$ cat src/hw/rtl/sgcd_pkg.sv
// shared types, codes and command pattern table of the stick gesture detector
package sgcd_pkg;

	localparam int STICK_W   = 16;
	localparam int THR_W     = 15;
	localparam int TIME_W    = 32;
	localparam int CFG_IDX_W = 3;
	localparam int CFG_DAT_W = 32;
	localparam int HIST      = 7;
	localparam int NPAT      = 11;
	localparam int NBASE     = 7;

	typedef enum logic [2:0] {
		CLS_CENTER = 3'd0,
		CLS_LEFT   = 3'd1,
		CLS_RIGHT  = 3'd2,
		CLS_DOWN   = 3'd3,
		CLS_UP     = 3'd4,
		CLS_IDLE   = 3'd5,
		CLS_LONG   = 3'd6,
		CLS_OTHER  = 3'd7
	} class_t;

	typedef enum logic [3:0] {
		CMD_NONE = 4'd0,
		CMD_LLD  = 4'd1,
		CMD_RRD  = 4'd2,
		CMD_DDD  = 4'd3,
		CMD_UUU  = 4'd4,
		CMD_RRR  = 4'd5,
		CMD_LLL  = 4'd6,
		CMD_DUD  = 4'd7,
		CMD_UDU  = 4'd8,
		CMD_UDD  = 4'd9,
		CMD_UDR  = 4'd10,
		CMD_UDL  = 4'd11
	} cmd_t;

	typedef enum logic [CFG_IDX_W-1:0] {
		CFG_STICK_MAX   = 3'd0,
		CFG_STICK_CTR   = 3'd1,
		CFG_HOLD_MIN    = 3'd2,
		CFG_HOLD_LONG   = 3'd3,
		CFG_IDLE_CTR    = 3'd4,
		CFG_TUNING_EN   = 3'd5
	} cfg_idx_t;

	// slot 0 is the newest code
	typedef class_t [HIST-1:0] hist_t;

	typedef struct packed {
		logic   fit;
		class_t cls;
	} cls_res_t;

	typedef struct packed {
		logic hit;
		cmd_t code;
	} match_res_t;

	// oldest entry first
	localparam class_t PAT_TAB [NPAT][HIST] = '{
		'{CLS_IDLE, CLS_LEFT,  CLS_CENTER, CLS_LEFT,  CLS_CENTER, CLS_DOWN,  CLS_CENTER},
		'{CLS_IDLE, CLS_RIGHT, CLS_CENTER, CLS_RIGHT, CLS_CENTER, CLS_DOWN,  CLS_CENTER},
		'{CLS_IDLE, CLS_DOWN,  CLS_CENTER, CLS_DOWN,  CLS_CENTER, CLS_DOWN,  CLS_CENTER},
		'{CLS_IDLE, CLS_UP,    CLS_CENTER, CLS_UP,    CLS_CENTER, CLS_UP,    CLS_CENTER},
		'{CLS_IDLE, CLS_RIGHT, CLS_CENTER, CLS_RIGHT, CLS_CENTER, CLS_RIGHT, CLS_CENTER},
		'{CLS_IDLE, CLS_LEFT,  CLS_CENTER, CLS_LEFT,  CLS_CENTER, CLS_LEFT,  CLS_CENTER},
		'{CLS_IDLE, CLS_DOWN,  CLS_CENTER, CLS_UP,    CLS_CENTER, CLS_DOWN,  CLS_CENTER},
		'{CLS_IDLE, CLS_UP,    CLS_CENTER, CLS_DOWN,  CLS_CENTER, CLS_UP,    CLS_CENTER},
		'{CLS_IDLE, CLS_UP,    CLS_CENTER, CLS_DOWN,  CLS_CENTER, CLS_DOWN,  CLS_CENTER},
		'{CLS_IDLE, CLS_UP,    CLS_CENTER, CLS_DOWN,  CLS_CENTER, CLS_RIGHT, CLS_CENTER},
		'{CLS_IDLE, CLS_UP,    CLS_CENTER, CLS_DOWN,  CLS_CENTER, CLS_LEFT,  CLS_CENTER}
	};

endpackage

$ cat src/hw/rtl/sgcd_if.sv
// valid/ready channel interfaces for stick samples and detected commands
interface sgcd_sample_if;
	logic                                  valid;
	logic                                  ready;
	logic signed [sgcd_pkg::STICK_W-1:0]   roll_stick;
	logic signed [sgcd_pkg::STICK_W-1:0]   pitch_stick;
	logic signed [sgcd_pkg::STICK_W-1:0]   yaw_stick;
	logic                                  on_ground;
	logic        [sgcd_pkg::TIME_W-1:0]    time_us;

	modport source (output valid, roll_stick, pitch_stick, yaw_stick, on_ground, time_us,
		input ready);
	modport sink (input valid, roll_stick, pitch_stick, yaw_stick, on_ground, time_us,
		output ready);
endinterface

interface sgcd_cmd_if;
	logic       valid;
	logic       ready;
	logic [3:0] command_code;

	modport source (output valid, command_code, input ready);
	modport sink (input valid, command_code, output ready);
endinterface

$ cat src/hw/rtl/stick_gesture_command_detector.sv
// top level of the stick gesture command detector
//
//  channel | dir | beat contents                                       | handshake
//  smp     | in  | roll/pitch/yaw stick, on_ground, time_us            | valid/ready
//  cmd     | out | command_code                                        | valid/ready
//  cfg     | in  | cfg_wr_en, cfg_index, cfg_data                      | write enable only
//
//  one beat in, one beat out; registered in the sample register, then the result register
//  a new sample is taken every cycle while the result side keeps up
//  classification, hold timing, history shift and pattern match are combinational from the sample register
//  a stalled result register holds the sample register, which then drops smp.ready
//  reset loads the default thresholds and clears history to center
module stick_gesture_command_detector (
	input  logic                                clk,
	input  logic                                arst_n,
	sgcd_sample_if.sink                         smp,
	sgcd_cmd_if.source                          cmd,
	input  logic                                cfg_wr_en,
	input  logic [sgcd_pkg::CFG_IDX_W-1:0]      cfg_index,
	input  logic [sgcd_pkg::CFG_DAT_W-1:0]      cfg_data
);

	// configuration
	logic [sgcd_pkg::THR_W-1:0]  stick_max_q, stick_ctr_q;
	logic [sgcd_pkg::TIME_W-1:0] hold_min_q, hold_long_q, idle_ctr_q;
	logic                        tuning_q;

	always_ff @(posedge clk or negedge arst_n) begin
		if (!arst_n) begin
			stick_max_q <= 15'd11469;
			stick_ctr_q <= 15'd3277;
			hold_min_q  <= 32'd100000;
			hold_long_q <= 32'd500000;
			idle_ctr_q  <= 32'd700000;
			tuning_q    <= 1'b0;
		end else if (cfg_wr_en) begin
			unique case (sgcd_pkg::cfg_idx_t'(cfg_index))
				sgcd_pkg::CFG_STICK_MAX: stick_max_q <= cfg_data[sgcd_pkg::THR_W-1:0];
				sgcd_pkg::CFG_STICK_CTR: stick_ctr_q <= cfg_data[sgcd_pkg::THR_W-1:0];
				sgcd_pkg::CFG_HOLD_MIN:  hold_min_q  <= cfg_data[sgcd_pkg::TIME_W-1:0];
				sgcd_pkg::CFG_HOLD_LONG: hold_long_q <= cfg_data[sgcd_pkg::TIME_W-1:0];
				sgcd_pkg::CFG_IDLE_CTR:  idle_ctr_q  <= cfg_data[sgcd_pkg::TIME_W-1:0];
				sgcd_pkg::CFG_TUNING_EN: tuning_q    <= cfg_data[0];
				default: ;
			endcase
		end
	end

	// sample register
	logic                                valid_s1;
	logic signed [sgcd_pkg::STICK_W-1:0] roll_s1, pitch_s1, yaw_s1;
	logic                                ground_s1;
	logic        [sgcd_pkg::TIME_W-1:0]  time_s1;
	logic                                out_valid_q;
	sgcd_pkg::cmd_t                      cmd_q;
	logic                                adv;
	logic                                in_acc;

	assign adv       = valid_s1 && (!out_valid_q || cmd.ready);
	assign smp.ready = !valid_s1 || adv;
	assign in_acc    = smp.valid && smp.ready;

	always_ff @(posedge clk or negedge arst_n) begin
		if (!arst_n) begin
			valid_s1 <= 1'b0;
		end else if (in_acc) begin
			valid_s1 <= 1'b1;
		end else if (adv) begin
			valid_s1 <= 1'b0;
		end
	end

	always_ff @(posedge clk) begin
		if (in_acc) begin
			roll_s1   <= smp.roll_stick;
			pitch_s1  <= smp.pitch_stick;
			yaw_s1    <= smp.yaw_stick;
			ground_s1 <= smp.on_ground;
			time_s1   <= smp.time_us;
		end
	end

	// detector state
	sgcd_pkg::class_t            cur_q, prev_q, commit_q;
	logic [sgcd_pkg::TIME_W-1:0] start_q;
	sgcd_pkg::hist_t             hist_q;

	sgcd_pkg::cls_res_t   cls_res;
	sgcd_pkg::match_res_t match_res;
	sgcd_pkg::class_t     cls_new, commit_new, prev_new, cur_new;
	logic [sgcd_pkg::TIME_W-1:0] diff, dur, start_new;
	logic                 changed, shift;
	sgcd_pkg::hist_t      hist_sh, hist_new;
	sgcd_pkg::cmd_t       cmd_new;

	sgcd_classify u_classify (
		.roll  (roll_s1),
		.pitch (pitch_s1),
		.yaw   (yaw_s1),
		.smax  (stick_max_q),
		.scen  (stick_ctr_q),
		.res   (cls_res)
	);

	sgcd_match u_match (
		.hist      (hist_sh),
		.tuning_en (tuning_q),
		.res       (match_res)
	);

	always_comb begin
		cls_new = cls_res.fit ? cls_res.cls : cur_q;
		changed = cls_new != prev_q;
		diff    = time_s1 - start_q;
		dur     = changed ? '0 : diff;

		commit_new = commit_q;
		if (dur > hold_min_q) begin
			if (cls_new == sgcd_pkg::CLS_CENTER && dur > idle_ctr_q) begin
				commit_new = sgcd_pkg::CLS_IDLE;
			end else if (dur > hold_long_q) begin
				commit_new = sgcd_pkg::CLS_LONG;
			end else begin
				commit_new = cls_new;
			end
		end

		hist_sh = sgcd_pkg::hist_t'({hist_q[sgcd_pkg::HIST-2:0], commit_new});
		shift   = commit_new != hist_q[0];

		cur_new   = cur_q;
		prev_new  = sgcd_pkg::CLS_OTHER;
		start_new = start_q;
		hist_new  = hist_q;
		cmd_new   = sgcd_pkg::CMD_NONE;
		if (ground_s1) begin
			cur_new   = cls_new;
			prev_new  = cls_new;
			start_new = changed ? time_s1 : start_q;
			if (shift) begin
				hist_new = hist_sh;
				if (match_res.hit) begin
					hist_new[1] = sgcd_pkg::CLS_OTHER;
				end
				cmd_new = match_res.code;
			end
		end else begin
			commit_new = sgcd_pkg::CLS_OTHER;
		end
	end

	always_ff @(posedge clk or negedge arst_n) begin
		if (!arst_n) begin
			cur_q    <= sgcd_pkg::CLS_CENTER;
			prev_q   <= sgcd_pkg::CLS_CENTER;
			commit_q <= sgcd_pkg::CLS_CENTER;
			start_q  <= '0;
			hist_q   <= sgcd_pkg::hist_t'({sgcd_pkg::HIST{sgcd_pkg::CLS_CENTER}});
		end else if (adv) begin
			cur_q    <= cur_new;
			prev_q   <= prev_new;
			commit_q <= commit_new;
			start_q  <= start_new;
			hist_q   <= hist_new;
		end
	end

	// result register
	always_ff @(posedge clk or negedge arst_n) begin
		if (!arst_n) begin
			out_valid_q <= 1'b0;
		end else if (adv) begin
			out_valid_q <= 1'b1;
		end else if (cmd.ready) begin
			out_valid_q <= 1'b0;
		end
	end

	always_ff @(posedge clk) begin
		if (adv) begin
			cmd_q <= cmd_new;
		end
	end

	assign cmd.valid        = out_valid_q;
	assign cmd.command_code = cmd_q;

	// checks
	a_tuning_gate: assert property (@(posedge clk) disable iff (!arst_n)
		out_valid_q && !tuning_q |-> cmd_q <= sgcd_pkg::CMD_DUD)
		else $error("tuning command reported while tuning disabled");

	a_hit_marks_slot1: assert property (@(posedge clk) disable iff (!arst_n)
		adv && cmd_new != sgcd_pkg::CMD_NONE |=> hist_q[1] == sgcd_pkg::CLS_OTHER)
		else $error("history slot 1 not marked after a command");

	a_off_ground: assert property (@(posedge clk) disable iff (!arst_n)
		adv && !ground_s1 |=> commit_q == sgcd_pkg::CLS_OTHER && prev_q == sgcd_pkg::CLS_OTHER
		&& cmd_q == sgcd_pkg::CMD_NONE)
		else $error("off-ground beat did not force other");

	a_no_drop: assert property (@(posedge clk) disable iff (!arst_n)
		valid_s1 && !adv |=> valid_s1)
		else $error("sample register lost a beat");

endmodule

$ cat src/hw/rtl/sgcd_classify.sv
// stick sample classifier: center, left, right, down or up by strict thresholds, else no fit (other)
module sgcd_classify (
	input  logic signed [sgcd_pkg::STICK_W-1:0] roll,
	input  logic signed [sgcd_pkg::STICK_W-1:0] pitch,
	input  logic signed [sgcd_pkg::STICK_W-1:0] yaw,
	input  logic        [sgcd_pkg::THR_W-1:0]   smax,
	input  logic        [sgcd_pkg::THR_W-1:0]   scen,
	output sgcd_pkg::cls_res_t                  res
);

	logic signed [sgcd_pkg::STICK_W:0] roll_e, pitch_e, yaw_e;
	logic signed [sgcd_pkg::STICK_W:0] roll_m, pitch_m, yaw_m;
	logic signed [sgcd_pkg::STICK_W:0] smax_e, nmax_e, scen_e;
	logic left, right, down, up, xcen, pcen;

	always_comb begin
		roll_e  = (sgcd_pkg::STICK_W+1)'(roll);
		pitch_e = (sgcd_pkg::STICK_W+1)'(pitch);
		yaw_e   = (sgcd_pkg::STICK_W+1)'(yaw);
		roll_m  = roll_e  < 0 ? -roll_e  : roll_e;
		pitch_m = pitch_e < 0 ? -pitch_e : pitch_e;
		yaw_m   = yaw_e   < 0 ? -yaw_e   : yaw_e;
		smax_e  = signed'({2'b00, smax});
		scen_e  = signed'({2'b00, scen});
		nmax_e  = -smax_e;

		left  = roll_e < nmax_e || yaw_e < nmax_e;
		right = roll_e > smax_e || yaw_e > smax_e;
		xcen  = roll_m < scen_e && yaw_m < scen_e;
		pcen  = pitch_m < scen_e;
		down  = pitch_e < nmax_e;
		up    = pitch_e > smax_e;

		res.fit = 1'b1;
		if (xcen && pcen) begin
			res.cls = sgcd_pkg::CLS_CENTER;
		end else if (left && pcen) begin
			res.cls = sgcd_pkg::CLS_LEFT;
		end else if (right && pcen) begin
			res.cls = sgcd_pkg::CLS_RIGHT;
		end else if (down && xcen) begin
			res.cls = sgcd_pkg::CLS_DOWN;
		end else if (up && xcen) begin
			res.cls = sgcd_pkg::CLS_UP;
		end else begin
			res.fit = 1'b0;
			res.cls = sgcd_pkg::CLS_OTHER;
		end
	end

endmodule

$ cat src/hw/rtl/sgcd_match.sv
// command pattern matcher over the seven-deep code history
module sgcd_match (
	input  sgcd_pkg::hist_t      hist,
	input  logic                 tuning_en,
	output sgcd_pkg::match_res_t res
);

	logic [sgcd_pkg::NPAT-1:0] pat_hit;

	always_comb begin
		for (int p = 0; p < sgcd_pkg::NPAT; p++) begin
			pat_hit[p] = 1'b1;
			for (int i = 0; i < sgcd_pkg::HIST; i++) begin
				if (hist[i] != sgcd_pkg::PAT_TAB[p][sgcd_pkg::HIST-1-i]) begin
					pat_hit[p] = 1'b0;
				end
			end
			if (p >= sgcd_pkg::NBASE && !tuning_en) begin
				pat_hit[p] = 1'b0;
			end
		end
	end

	// lowest pattern wins
	always_comb begin
		res.hit  = 1'b0;
		res.code = sgcd_pkg::CMD_NONE;
		for (int p = sgcd_pkg::NPAT-1; p >= 0; p--) begin
			if (pat_hit[p]) begin
				res.hit  = 1'b1;
				res.code = sgcd_pkg::cmd_t'(4'(p + 1));
			end
		end
	end

endmodule

$ cat src/flat_wrapper.sv
// flat-port wrapper written by rule: the top's interface ports become plain ports
module stick_gesture_command_detector_flat 
  (clk, arst_n, cfg_wr_en, cfg_index, cfg_data, smp_valid, smp_roll_stick, smp_pitch_stick, smp_yaw_stick, smp_on_ground, smp_time_us, smp_ready, cmd_valid, cmd_command_code, cmd_ready);
  sgcd_sample_if smp_i ();
  sgcd_cmd_if cmd_i ();
  input  logic clk;
  input  logic arst_n;
  input  logic cfg_wr_en;
  input  logic [sgcd_pkg::CFG_IDX_W-1:0] cfg_index;
  input  logic [sgcd_pkg::CFG_DAT_W-1:0] cfg_data;
  input wire logic [$bits(smp_i.valid)-1:0] smp_valid;
  input wire logic [$bits(smp_i.roll_stick)-1:0] smp_roll_stick;
  input wire logic [$bits(smp_i.pitch_stick)-1:0] smp_pitch_stick;
  input wire logic [$bits(smp_i.yaw_stick)-1:0] smp_yaw_stick;
  input wire logic [$bits(smp_i.on_ground)-1:0] smp_on_ground;
  input wire logic [$bits(smp_i.time_us)-1:0] smp_time_us;
  output wire logic [$bits(smp_i.ready)-1:0] smp_ready;
  output wire logic [$bits(cmd_i.valid)-1:0] cmd_valid;
  output wire logic [$bits(cmd_i.command_code)-1:0] cmd_command_code;
  input wire logic [$bits(cmd_i.ready)-1:0] cmd_ready;
  assign smp_i.valid = smp_valid;
  assign smp_i.roll_stick = smp_roll_stick;
  assign smp_i.pitch_stick = smp_pitch_stick;
  assign smp_i.yaw_stick = smp_yaw_stick;
  assign smp_i.on_ground = smp_on_ground;
  assign smp_i.time_us = smp_time_us;
  assign smp_ready = smp_i.ready;
  assign cmd_valid = cmd_i.valid;
  assign cmd_command_code = cmd_i.command_code;
  assign cmd_i.ready = cmd_ready;
  stick_gesture_command_detector u_core (.clk(clk), .arst_n(arst_n), .smp(smp_i), .cmd(cmd_i), .cfg_wr_en(cfg_wr_en), .cfg_index(cfg_index), .cfg_data(cfg_data));
endmodule
$ cat config.mk
export PLATFORM = sky130hd
export DESIGN_NAME = stick_gesture_command_detector_flat
export DESIGN_NICKNAME = d
export VERILOG_FILES = /design/src/hw/rtl/sgcd_pkg.sv /design/src/hw/rtl/sgcd_if.sv /design/src/hw/rtl/stick_gesture_command_detector.sv /design/src/hw/rtl/sgcd_classify.sv /design/src/hw/rtl/sgcd_match.sv /design/src/flat_wrapper.sv
export SDC_FILE = /design/constraint.sdc
export NUM_CORES = 1
export LEC_CHECK = 0
export BUFFER_PORTS_ARGS = -buffer_cell sky130_fd_sc_hd__buf_2
export CELL_PAD_IN_SITES_DETAIL_PLACEMENT = 2
export CELL_PAD_IN_SITES_GLOBAL_PLACEMENT = 2
export CORE_MARGIN = 10
export CORE_UTILIZATION = 40
export CTS_BUF_LIST = sky130_fd_sc_hd__clkbuf_8
export DETAILED_ROUTE_END_ITERATION = 16
export HOLD_SLACK_MARGIN = 0.15
export PLACE_DENSITY_LB_ADDON = 0.2
export SYNTH_ARGS = -nofsm -noshare
export SYNTH_HDL_FRONTEND = slang
export SYNTH_SLANG_ARGS = --single-unit
$ cat constraint.sdc
create_clock -name clk -period 21.6 [get_ports clk]
set_clock_uncertainty 0.1 [all_clocks]
set_input_delay 3.24 -clock clk [delete_from_list [all_inputs] [get_ports clk]]
set_output_delay 3.24 -clock clk [all_outputs]
set_load 0.05 [all_outputs]
## Word level (Yosys, flattened, before mapping)

Cells that the tools add are included.

| word-level totals | value |
|---|---|
| bits in registers | 273 |
| logic and storage cells | 195 |

| operators by class | value |
|---|---|
| add/subtract/negate cells | 5 |
| $lt $le $gt $ge | 15 |
| equal/unequal tests | 20 |
| mux-type cells | 91 |
| bitwise operators | 2 |
| reductions and logical operators | 35 |

Operators with widths:

| operator | number |
|---|---|
| $gt A32 B32 Y1 | 3 |
| $mux W1 | 64 |
| $mux W5 | 11 |
| $lt A16 B17 Y1 | 3 |
| $lt A17 B16 Y1 | 3 |
| $mux W17 | 3 |
| $neg A16 Y17 | 3 |
| $gt A16 B16 Y1 | 3 |
| $lt A16 B1 Y1 const B | 3 |
| $mux W3 | 11 |
| $mux W32 | 1 |
| $sub A32 B32 Y32 | 1 |
| $ne A3 B2 Y1 const B | 6 |
| $neg A15 Y17 | 1 |
| $reduce_and A2 Y1 | 8 |
| $ne A3 B3 Y1 const B | 4 |
| $logic_and A1 B1 Y1 | 9 |
| $ne A3 B1 Y1 const B | 3 |
| $reduce_bool A3 Y1 | 3 |
| $reduce_or A9 Y1 | 1 |
| $eq A3 B2 Y1 const B | 2 |
| $eq A3 B3 Y1 const B | 2 |
| $logic_not A3 Y1 | 2 |
| $ne A3 B3 Y1 | 2 |
| other kinds (9) | 16 |

## Depth between registers and ports, before layout

Gate-level depths: netlist of the first run.

| logic depth | value |
|---|---|
| depth in word-level cells | 38 |
| mapped depth | 39 |

## Hierarchy

From an unflattened synthesis of the first run, not the netlist that was laid out.

| unflattened totals | value |
|---|---|
| cell total of the unflattened synthesis | 1,839 |
| area, all modules | 18,745.5 um2 |

Modules (own cells, without submodules):

| module | times used | cells an instance | area an instance (um2) | seq. area each (um2) |
|---|---|---|---|---|
| stick_gesture_command_detector | 1 | 1,238 | 14,132.3 | 7,303.3 |
| sgcd_classify | 1 | 551 | 4,230.3 | 0.0 |
| sgcd_match | 1 | 50 | 382.9 | 0.0 |

## Least setup slack after synthesis of the first run

OpenSTA, ideal clock, no wires.

| path | value |
|---|---|
| path type | register to register |
| from | reg u_core.yaw_s1[5] (netlist bit) |
| to | reg u_core.hist_q[10] (netlist bit) |
| setup time | 0.125 ns |
| data arrival time | 8.296 ns |
| path slack | 13.079 ns |
| cell stages (with the launch flop) | 36 |
| clock period less this slack | 8.521 ns |
| cells stage by stage | edfxtp_1 -> or4_4 -> or4_1 -> o41ai_1 -> xnor2_1 -> ha_1 -> and3_1 -> o21ai_0 -> nand4_1 -> nor4_1 -> and3_1 -> clkbuf_2 -> a22oi_1 -> a21oi_1 -> xor2_1 -> or3_1 -> clkbuf_1 -> clkbuf_1 -> nor2_1 -> ha_1 -> a21o_1 -> a21o_1 -> a21o_1 -> a21o_1 -> a21o_1 -> a21oi_1 -> nor2b_1 -> a2111oi_0 -> a2111oi_0 -> o41ai_2 -> a31oi_4 -> nor3_1 -> a2111oi_4 -> o21ai_2 -> buf_6 -> mux2_4 |

| on the way | value |
|---|---|
| longest elaborated chain between the ends | 19 |
| elaborated cells between the ends (all ways) | 37 |
| those cells by class | add/sub: 1; order compare: 7; eq/ne: 2; mux: 16; reduce/logical: 11 |

RTL lines:

| element | line | source |
|---|---|---|
| from (decl) | stick_gesture_command_detector.sv:51 | `logic signed [sgcd_pkg::STICK_W-1:0] roll_s1, pitch_s1, yaw_s1;` |
| from (signal assigned) | stick_gesture_command_detector.sv:77 | `yaw_s1 <= smp.yaw_stick;` |
| $neg A16 Y17 / $lt A16 B1 Y1 (equally long branches) | sgcd_classify.sv:22 | `yaw_m = yaw_e < 0 ? -yaw_e : yaw_e;` |
| $mux W17 | sgcd_classify.sv:22 |  |
| $lt A17 B16 Y1 | sgcd_classify.sv:29 | `xcen = roll_m < scen_e && yaw_m < scen_e;` |
| $logic_and A1 B1 Y1 | sgcd_classify.sv:29 |  |
| $logic_and A1 B1 Y1 | sgcd_classify.sv:43 | `end else if (up && xcen) begin` |
| $mux W2 / $mux W1 (equally long branches) | sgcd_classify.sv:43 |  |
| $mux W3 / $mux W1 (equally long branches) | sgcd_classify.sv:41 | `end else if (down && xcen) begin` |
| $mux W3 / $mux W1 (equally long branches) | sgcd_classify.sv:39 | `end else if (right && pcen) begin` |
| [3 not listed] | n/a |  |
| $ne A3 B3 Y1 | stick_gesture_command_detector.sv:113 | `changed = cls_new != prev_q;` |
| $mux W32 | stick_gesture_command_detector.sv:115 | `dur = changed ? '0 : diff;` |
| $gt A32 B32 Y1, on equally long branches | stick_gesture_command_detector.sv:121, stick_gesture_command_detector.sv:119 |  |
| $mux W3 / $logic_and A1 B1 Y1 (equally long branches) | stick_gesture_command_detector.sv:121, stick_gesture_command_detector.sv:119 |  |
| $mux W3 | stick_gesture_command_detector.sv:119 | `if (cls_new == sgcd_pkg::CLS_CENTER && dur > idle_ctr_q) begin` |
| $mux W3 * | stick_gesture_command_detector.sv:118 | `if (dur > hold_min_q) begin` |
| $ne A3 B3 Y1 * | stick_gesture_command_detector.sv:129 | `shift = commit_new != hist_q[0];` |
| $reduce_and A3 Y1 (no line) * | n/a |  |
| to (signal assigned) | stick_gesture_command_detector.sv:158 | `hist_q <= sgcd_pkg::hist_t'({sgcd_pkg::HIST{sgcd_pkg::CLS_CENTER}});` |
| to (signal assigned) | stick_gesture_command_detector.sv:164 | `hist_q <= hist_new;` |
| to (decl) | stick_gesture_command_detector.sv:86 | `sgcd_pkg::hist_t hist_q;` |

Mark *: on every way between the ends. The rest lies on a longest branch, timed or not.
A chain may end at the register's enable or synchronous reset.

## Worst setup path after layout of the first run

| path | value |
|---|---|
| from | reg u_core.stick_max_q[1] (netlist bit) |
| to | reg u_core.hist_q[17] (netlist bit) |

| on the way | value |
|---|---|
| longest elaborated chain between the ends | 16 |
| elaborated cells between the ends (all ways) | 36 |
| those cells by class | add/sub: 1; order compare: 9; eq/ne: 2; mux: 15; reduce/logical: 9 |

RTL lines:

| element | line | source |
|---|---|---|
| from (decl) | stick_gesture_command_detector.sv:24 | `logic [sgcd_pkg::THR_W-1:0] stick_max_q, stick_ctr_q;` |
| from (signal assigned) | stick_gesture_command_detector.sv:38 | `sgcd_pkg::CFG_STICK_MAX: stick_max_q <= cfg_data[sgcd_pkg::THR_W-1:0];` |
| $neg A15 Y17 / $gt A16 B16 Y1 (equally long branches) | sgcd_classify.sv:25, sgcd_classify.sv:32 |  |
| $lt A16 B17 Y1 / $logic_and A1 B1 Y1 (equally long branches) | sgcd_classify.sv:31, sgcd_classify.sv:43 |  |
| $logic_and A1 B1 Y1 (tied with other cells) | sgcd_classify.sv:41 |  |
| $mux W3 / $mux W1 (equally long branches) | sgcd_classify.sv:41 |  |
| $mux W3 / $mux W1 (equally long branches) | sgcd_classify.sv:39 |  |
| $mux W3 / $mux W1 (equally long branches) | sgcd_classify.sv:37 | `end else if (left && pcen) begin` |
| $mux W3 / $mux W1 (equally long branches) | sgcd_classify.sv:35 | `if (xcen && pcen) begin` |
| $mux W3 * | stick_gesture_command_detector.sv:112 | `cls_new = cls_res.fit ? cls_res.cls : cur_q;` |
| $ne A3 B3 Y1 | stick_gesture_command_detector.sv:113 |  |
| $mux W32 | stick_gesture_command_detector.sv:115 |  |
| $gt A32 B32 Y1, on equally long branches | stick_gesture_command_detector.sv:121, stick_gesture_command_detector.sv:119 |  |
| $mux W3 / $logic_and A1 B1 Y1 (equally long branches) | stick_gesture_command_detector.sv:121, stick_gesture_command_detector.sv:119 |  |
| $mux W3 | stick_gesture_command_detector.sv:119 |  |
| $mux W3 * | stick_gesture_command_detector.sv:118 |  |
| $ne A3 B3 Y1 * | stick_gesture_command_detector.sv:129 |  |
| $reduce_and A3 Y1 (no line) * | n/a |  |

Marked as above.

==> flow_summary_export.csv, run 1 <==
group,metric,value,unit
floorplan,die_y,235,um
drt,vias,14900,
run,maxCapViolCount,0,
pwr,pwr-share-comb,42.1,%
synth,synth_warnings,0,
timing,period_minus_slack,10580,ps
global_routing,grt_use_met1,26.2,%
global_routing,grt_pass1_vias,17100,
synth,synth_fp_nets,2259,
pwr,p_sw_share,40.4,%
floorplan,die_w,235,um
synth,yosysTopAreaCellShare,20.5,%
final_layout,fin_util,45.6,%
floorplan,start_util,40.5,%
setup_path,start_kind,"register",
place,port_buffers,126,
synth,synth_xor_area_share,3.81,%
synth,async_reset_ff_share,68.9,%
global_routing,grtUsageMet2,39.9,%
global_routing,antenna_found_initial,1,
timing,tightest_slew,1250,ps
setup_path,cp_slowest_stage_delay,1080,ps
floorplan,die_area,0.0550,mm2
setup_path,arrival,11000,ps
final_layout,regArea,0.00730,mm2
synth,synth_edf_count,85,
cts,cts_root_buffer,"clkbuf_8",
timing,slew_headroom,14.3,%
timing,setup_violations,0,
floorplan,io_pins,127,
synth,synth-simple-area-share,13.3,%
timing,hold_viol,0,
global_routing,use_met3,3.01,%
synth,ys.flop_type,"dfrtp_1",
setup_path,rr_startpoint,"u_core.stick_max_q[1]",
synth,muxShareOfSynthArea,5.12,%
pwr,p_int,0.00128,W
cts,insertion_delay,670,ps
drt,wire_per_inst,22.3,um
pwr,ir_drop,0.0556,mV
drt,viasPerCell,5.58,
setup_path,critPathCaptureType,"register",
cts,cts_setup_buffers,0,
synth,ys_seq_area_share,39.7,%
synth,avgSynthCellArea,9.83,um2
synth,synth_cell_type_count,73,
final_layout,multi_input_area,0.0102,mm2
final_layout,drive_gt1_share,17.1,%
cts,cts_hold_buf,0,
timing,slew_violations,0,
cts,cts_tree,"yes",
synth,ys_top_cells_by_area,"dfrtp_1, ha_1, edfxtp_1, dfstp_2, mux2_2",
global_routing,grt.total_usage,22.0,%
global_routing,overflow,0,
final_layout,fin_nets,2406,
final_layout,syn2layout_area_growth,12.6,%
global_routing,busiest_layer,"met2",
setup_path,crit_start,"u_core.stick_max_q[1]",
pwr,p_leak,9.64,nW
cts,cts_max_path_buffers,3,
timing,rsz0062_at_grt,"no",
drt,dr.pass1.iters,4,
synth,synth_top_area_cell,"dfrtp_1",
synth,synth_top_family_by_area,"adder cells",
cts,ctsHtreeMaxLevel,2,
global_routing,grt_pass1_wl,94900,um
worst_hold_path,worstHoldStart,"u_core.start_q[0]",
drt,detail-route-antenna-nets,0,
cts,clk_pin_slew,60,ps
status,outcome,"finished, final reports clean",
drt,route.detailed.drc,0,
floorplan,rows,78,
drt,wirelength,59500,um
synth,synth_cells,1874,
synth,ys_top_cells_by_count,"ha_1, inv_1, nand2_1, o21ai_0, dfrtp_1",
pwr,pwr-share-seq,34.5,%
setup_path,crit_fanout,32,
timing,setup_tns,0,ps
setup_path,crit_type,"reg2reg",
pwr,p_per_area,103,mW/mm2
pwr,p_sw,0.000863,W
synth,synthAdderAreaFrac,18.0,%
timing,min_period_over_period,49.0,%
cts,cts.sinks,273,
synth,ys_ff_latch,273,
synth,synth-compound-area-share,15.3,%
setup_path,critPathSlowestCell,"a2111oi_0",
place,gp_congestion,0.857,
worst_hold_path,min_path_type,"reg2reg",
cts,cts_resized,0,
floorplan,core,0.0455,mm2
setup_path,required,22030,ps
cts,numCtsBuffers,52,
timing,fmaxAchievable,94.5,MHz
drt,drt_iter0_drc,609,
global_routing,grt_max_degree,74,
final_layout,n_fill_cell,4893,
synth,syn_area,0.0184,mm2
pwr,power_frac_clock,23.3,%
synth,synth.most_common_cell,"ha_1",
place,dp_hpwl,46000,um
placed cells by master (no fill, tap or decap), drive strengths merged, types with 21 or more instances in the layout:
cell / instances
a21o: 57
a21oi: 92
buf: 135
clkbuf: 61
dfrtp: 151
dfstp: 37
edfxtp: 85
ha: 263
inv: 212
mux2: 80
nand2: 169
nand2b: 25
nand3: 36
nand4: 34
nor2: 95
nor2b: 21
nor3: 33
o21ai: 164
xnor2: 63
cells by family after synthesis:
family | after synthesis
AO/OA/AOI/OAI | 443
XOR/XNOR | 80
adder cells (fa/ha/maj) | 265
buffers and inverters | 233
flip-flops | 273
multiplexers | 82
AND/OR/NAND/NOR | 498
worst paths after layout:
| check | to | slack, ps | depth (start not counted) |
|---|---|---|---|
| max | u_core.hist_q[17] | 11020 | 35 |
| min | u_core.start_q[0] | 400 | 2 |
| max reg2reg | u_core.hist_q[17] | 11020 | 35 |
| min reg2reg | u_core.start_q[0] | 400 | 2 |
| max in group asynchronous | u_core.hold_min_q[14] | 17550 | 2 |
| min in group asynchronous | u_core.idle_ctr_q[7] | 2540 | 1 |
metrics by stage:
step / hold slack [ps] / setup WS, ps / area, um2 / std cells / power [W]
2_1_floorplan: 341 / 13080 / 18400 / 1874 / 0.00135
3_3_place_gp: 370 / 11480 / 19700 / 2567 / 0.00159
3_5_place_dp: 379 / 11050 / 19700 / 2567 / 0.00165
4_1_cts: 395 / 11030 / 20700 / 2664 / 0.00217
5_1_grt: 424 / 10240 / 20700 / 2665 / 0.00232
6_report: 401 / 11020 / 20700 / 2665 / 0.00214
state kept, by name, indices dropped and copies added, names as in the netlist, 4 cells and up:
name                     flops
u_core.hold_long_q          32
u_core.hold_min_q           32
u_core.idle_ctr_q           32
u_core.start_q              32
u_core.time_s1              32
u_core.hist_q               18
u_core.pitch_s1             16
u_core.roll_s1              16
u_core.yaw_s1               16
u_core.stick_ctr_q          15
u_core.stick_max_q          15
u_core.cmd.command_code      4
per-layer routing:
layer  wire length (um)  vias to the layer above  share of wire, %
li1                   -                     7028                 -
met1              25600                     7553                43
met2              30500                      193                51
met3               1710                       97               2.9
met4               1700                        0               2.9
met5                  0                        -                 0
critical path: cells and delay by family (launching register included):
| family | cells | cell delay (ps) |
|---|---|---|
| AO/OA/AOI/OAI | 20 | 5700 |
| AND/OR/NAND/NOR | 9 | 2450 |
| adder cells (fa/ha/maj) | 3 | 840 |
| buffers and inverters | 2 | 550 |
| multiplexers | 1 | 420 |
| flip-flops | 1 | 370 |
power by group through the flow:
stage | logic (W) | clock network, W | registers [W]
3_3_place_gp | 0.000848 | 0 | 0.000738
4_1_cts | 0.000912 | 0.000515 | 0.000739
5_1_grt | 0.00102 | 0.000538 | 0.000755
6_report | 0.000902 | 0.000499 | 0.000739
3_5_place_dp | 0.000898 | 0 | 0.000747
2_1_floorplan | 0.000637 | 0 | 0.000711
final cells by class:
cell class / count / area share, %
antenna: 1 / 0.0121
clock buffer: 60 / 3.98
clock inverter: 37 / 0.821
inverter: 190 / 3.44
multi-input combinational: 1368 / 49.4
sequential: 273 / 35.2
tap: 600 / 3.62
timing repair buffer: 136 / 3.45
Note: power is estimated with default switching activity, not from simulation.
==> run 2, diff against run 1 <==
--- a/config.mk
+++ b/config.mk
@@ -9,7 +9,7 @@
 export CELL_PAD_IN_SITES_DETAIL_PLACEMENT = 2
 export CELL_PAD_IN_SITES_GLOBAL_PLACEMENT = 2
 export CORE_MARGIN = 10
-export CORE_UTILIZATION = 40
+export CORE_UTILIZATION = 37
 export CTS_BUF_LIST = sky130_fd_sc_hd__clkbuf_8
 export DETAILED_ROUTE_END_ITERATION = 16
 export HOLD_SLACK_MARGIN = 0.15
==> constraint.sdc (replaced) <==
create_clock -name clk -period 8.6 [get_ports clk]
set_clock_uncertainty 0.1 [all_clocks]
set_input_delay 1.29 -clock clk [delete_from_list [all_inputs] [get_ports clk]]
set_output_delay 1.29 -clock clk [all_outputs]
set_load 0.05 [all_outputs]
==> run 2 against run 1 <==
  * Routed wire length rose by 5.1%
  * Maximum frequency rose by 26%
  * Sequential share of layout area fell by 1.9 points
  * Critical path type unchanged
==> flow_summary_export.csv, run 2 (synthesis gave the netlist of run 1 again) <==
group,metric,value,unit
status,outcome,"finished, final reports clean",
global_routing,grt_pass1_wl,98500,um
place,gp_congestion,0.895,
global_routing,grt_pass1_vias,17500,
timing,slew_headroom,16.0,%
worst_hold_path,whs_endpoint,"u_core.start_q[0]",
global_routing,grt.total_usage,20.9,%
pwr,p_int,0.00340,W
place,port_buffers,126,
drt,detail-route-antenna-nets,0,
cts,cts_max_path_buffers,3,
floorplan,die_w,243,um
floorplan,die_y,243,um
setup_path,critPathSlowestCell,"a2111oi_2",
cts,cts_root_buffer,"clkbuf_8",
pwr,p_leak,10.2,nW
global_routing,grt_max_degree,82,
floorplan,start_util,37.5,%
final_layout,mostFrequentLayoutCells,"ha_1, inv_1, nand2_1",
final_layout,final_cell_area,0.0219,mm2
floorplan,io_pins,127,
setup_path,critPathCaptureType,"register",
cts,cts.sinks,273,
worst_hold_path,min_path_type,"reg2reg",
global_routing,overflow,0,
drt,dr.pass1.iters,5,
final_layout,n_fill_cell,5275,
setup_path,r2r_cells,33,
pwr,ir_drop,0.139,mV
drt,route.detailed.drc,0,
worst_hold_path,hold_depth,2,
final_layout,syn2layout_area_growth,19.0,%
pwr,p_sw,0.00228,W
setup_path,start_kind,"register",
setup_path,crit_type,"reg2reg",
setup_path,arrival,8790,ps
setup_path,cp_slowest_stage_delay,490,ps
final_layout,antennaDiodeCount,0,
setup_path,required,9020,ps
place,dp.cells,2696,
place,post_dp_cell_area,0.0203,mm2
drt,wire_per_inst,22.2,um
timing,worst_slack,228,ps
worst_hold_path,worstHoldStart,"u_core.start_q[0]",
timing,setup_tns,0,ps
timing,rsz0062_at_grt,"yes",
cts,numCtsBuffers,53,
floorplan,rows,81,
drt,viasPerCell,5.42,
cts,ctsHtreeMaxLevel,2,
cts,insertion_delay,670,ps
place,dp_hpwl,47500,um
pwr,pwr-share-comb,44.7,%
run,maxCapViolCount,0,
pwr,p_sw_share,40.1,%
global_routing,antenna_found_initial,0,
final_layout,drive_gt1_share,23.6,%
setup_path,crit_fanout,16,
cts,clk_pin_slew,60,ps
drt,vias,15200,
setup_path,r2r_slack,230,ps
final_layout,layout_commonest_cell,"ha_1",
cts,cts_tree,"yes",
drt,drt_iter0_drc,606,
timing,period_minus_slack,8370,ps
final_layout,fin_nets,2490,
timing,min_period_over_period,97.3,%
timing,tightest_slew,1250,ps
setup_path,rr_startpoint,"u_core.stick_max_q[1]",
floorplan,die_area,0.0591,mm2
setup_path,worstReg2RegEnd,"u_core.hist_q[7]",
drt,wirelength,62500,um
final_layout,instances_no_fill,2814,
place,pre_cts_ws,-582,ps
timing,slew_violations,0,
timing,hold_ws,404,ps
timing,hold_viol,0,
timing,setup_violations,0,
timing,fmaxAchievable,119,MHz
final_layout,regArea,0.00730,mm2
floorplan,core,0.0491,mm2
pwr,p_per_area,259,mW/mm2
final_layout,multi_input_area,0.0107,mm2
cts,cts_hold_buf,0,
pwr,pwr-share-seq,32.7,%
pwr,power_frac_clock,22.6,%
[run 2: layer usage]
layer / up-vias / part of all wire, % / global-route usage, %
met5: - / 0 / 0
met4: 0 / 3.0 / 7.28
met3: 97 / 2.5 / 2.79
met2: 195 / 51 / 37.3
met1: 7738 / 44 / 25.1
li1: 7209 / - / -
[run 2: per-stage QoR]
stage                     utilization, %  total power [W]
after floorplan                        -          0.00338
after global placement              41.4          0.00410
after detailed placement            41.4          0.00426
after CTS                           43.7          0.00564
after global routing                44.7          0.00615
final                               44.7          0.00568
[run 2: worst max-delay path by stage]
| stage | startpoint | end | depth (start not counted) |
|---|---|---|---|
| 2_1_floorplan | u_core.yaw_s1[5] | u_core.hist_q[10] | 35 |
| 3_3_place_gp | u_core.yaw_s1[5] | u_core.cmd.command_code[1] | 34 |
| 3_5_place_dp | u_core.yaw_s1[5] | u_core.cmd.command_code[0] | 33 |
| 4_1_cts | u_core.pitch_s1[1] | u_core.hist_q[9] | 32 |
| 5_1_grt | u_core.stick_max_q[0] | u_core.cmd.command_code[2] | 39 |
| 6_report | u_core.stick_max_q[1] | u_core.hist_q[7] | 33 |
[run 2: what timing repair did]
item,in CTS,in global routing
pin swaps,2,35
setup buffers,3,15
endpoints found under the setup margin,19,23
gates resized for setup,20,79
[run 2: critical path: cells and delay by family, from the launching register on]
kind | cells | cell delay [ps]
AO/OA/AOI/OAI | 14 | 3280
adder cells (fa/ha/maj) | 3 | 720
buffers and inverters | 5 | 820
flip-flops | 1 | 380
multiplexers | 1 | 290
AND/OR/NAND/NOR | 10 | 2590
[run 2: layout make-up]
cell class / instances / share of cell area (%)
inverter: 190 / 3.25
tap: 664 / 3.79
clock inverter: 36 / 0.759
multi-input combinational: 1368 / 48.6
timing repair buffer: 219 / 6.23
sequential: 273 / 33.3
clock buffer: 64 / 4.02
[run 2: power groups by stage]
stage / Sequential, W / Clock, W / Combinational [W]
after floorplan: 0.00179 / 0 / 0.00160
after detailed placement: 0.00187 / 0 / 0.00239
final: 0.00186 / 0.00129 / 0.00254
after global placement: 0.00185 / 0 / 0.00226
after CTS: 0.00185 / 0.00134 / 0.00245
after global routing: 0.00189 / 0.00140 / 0.00286
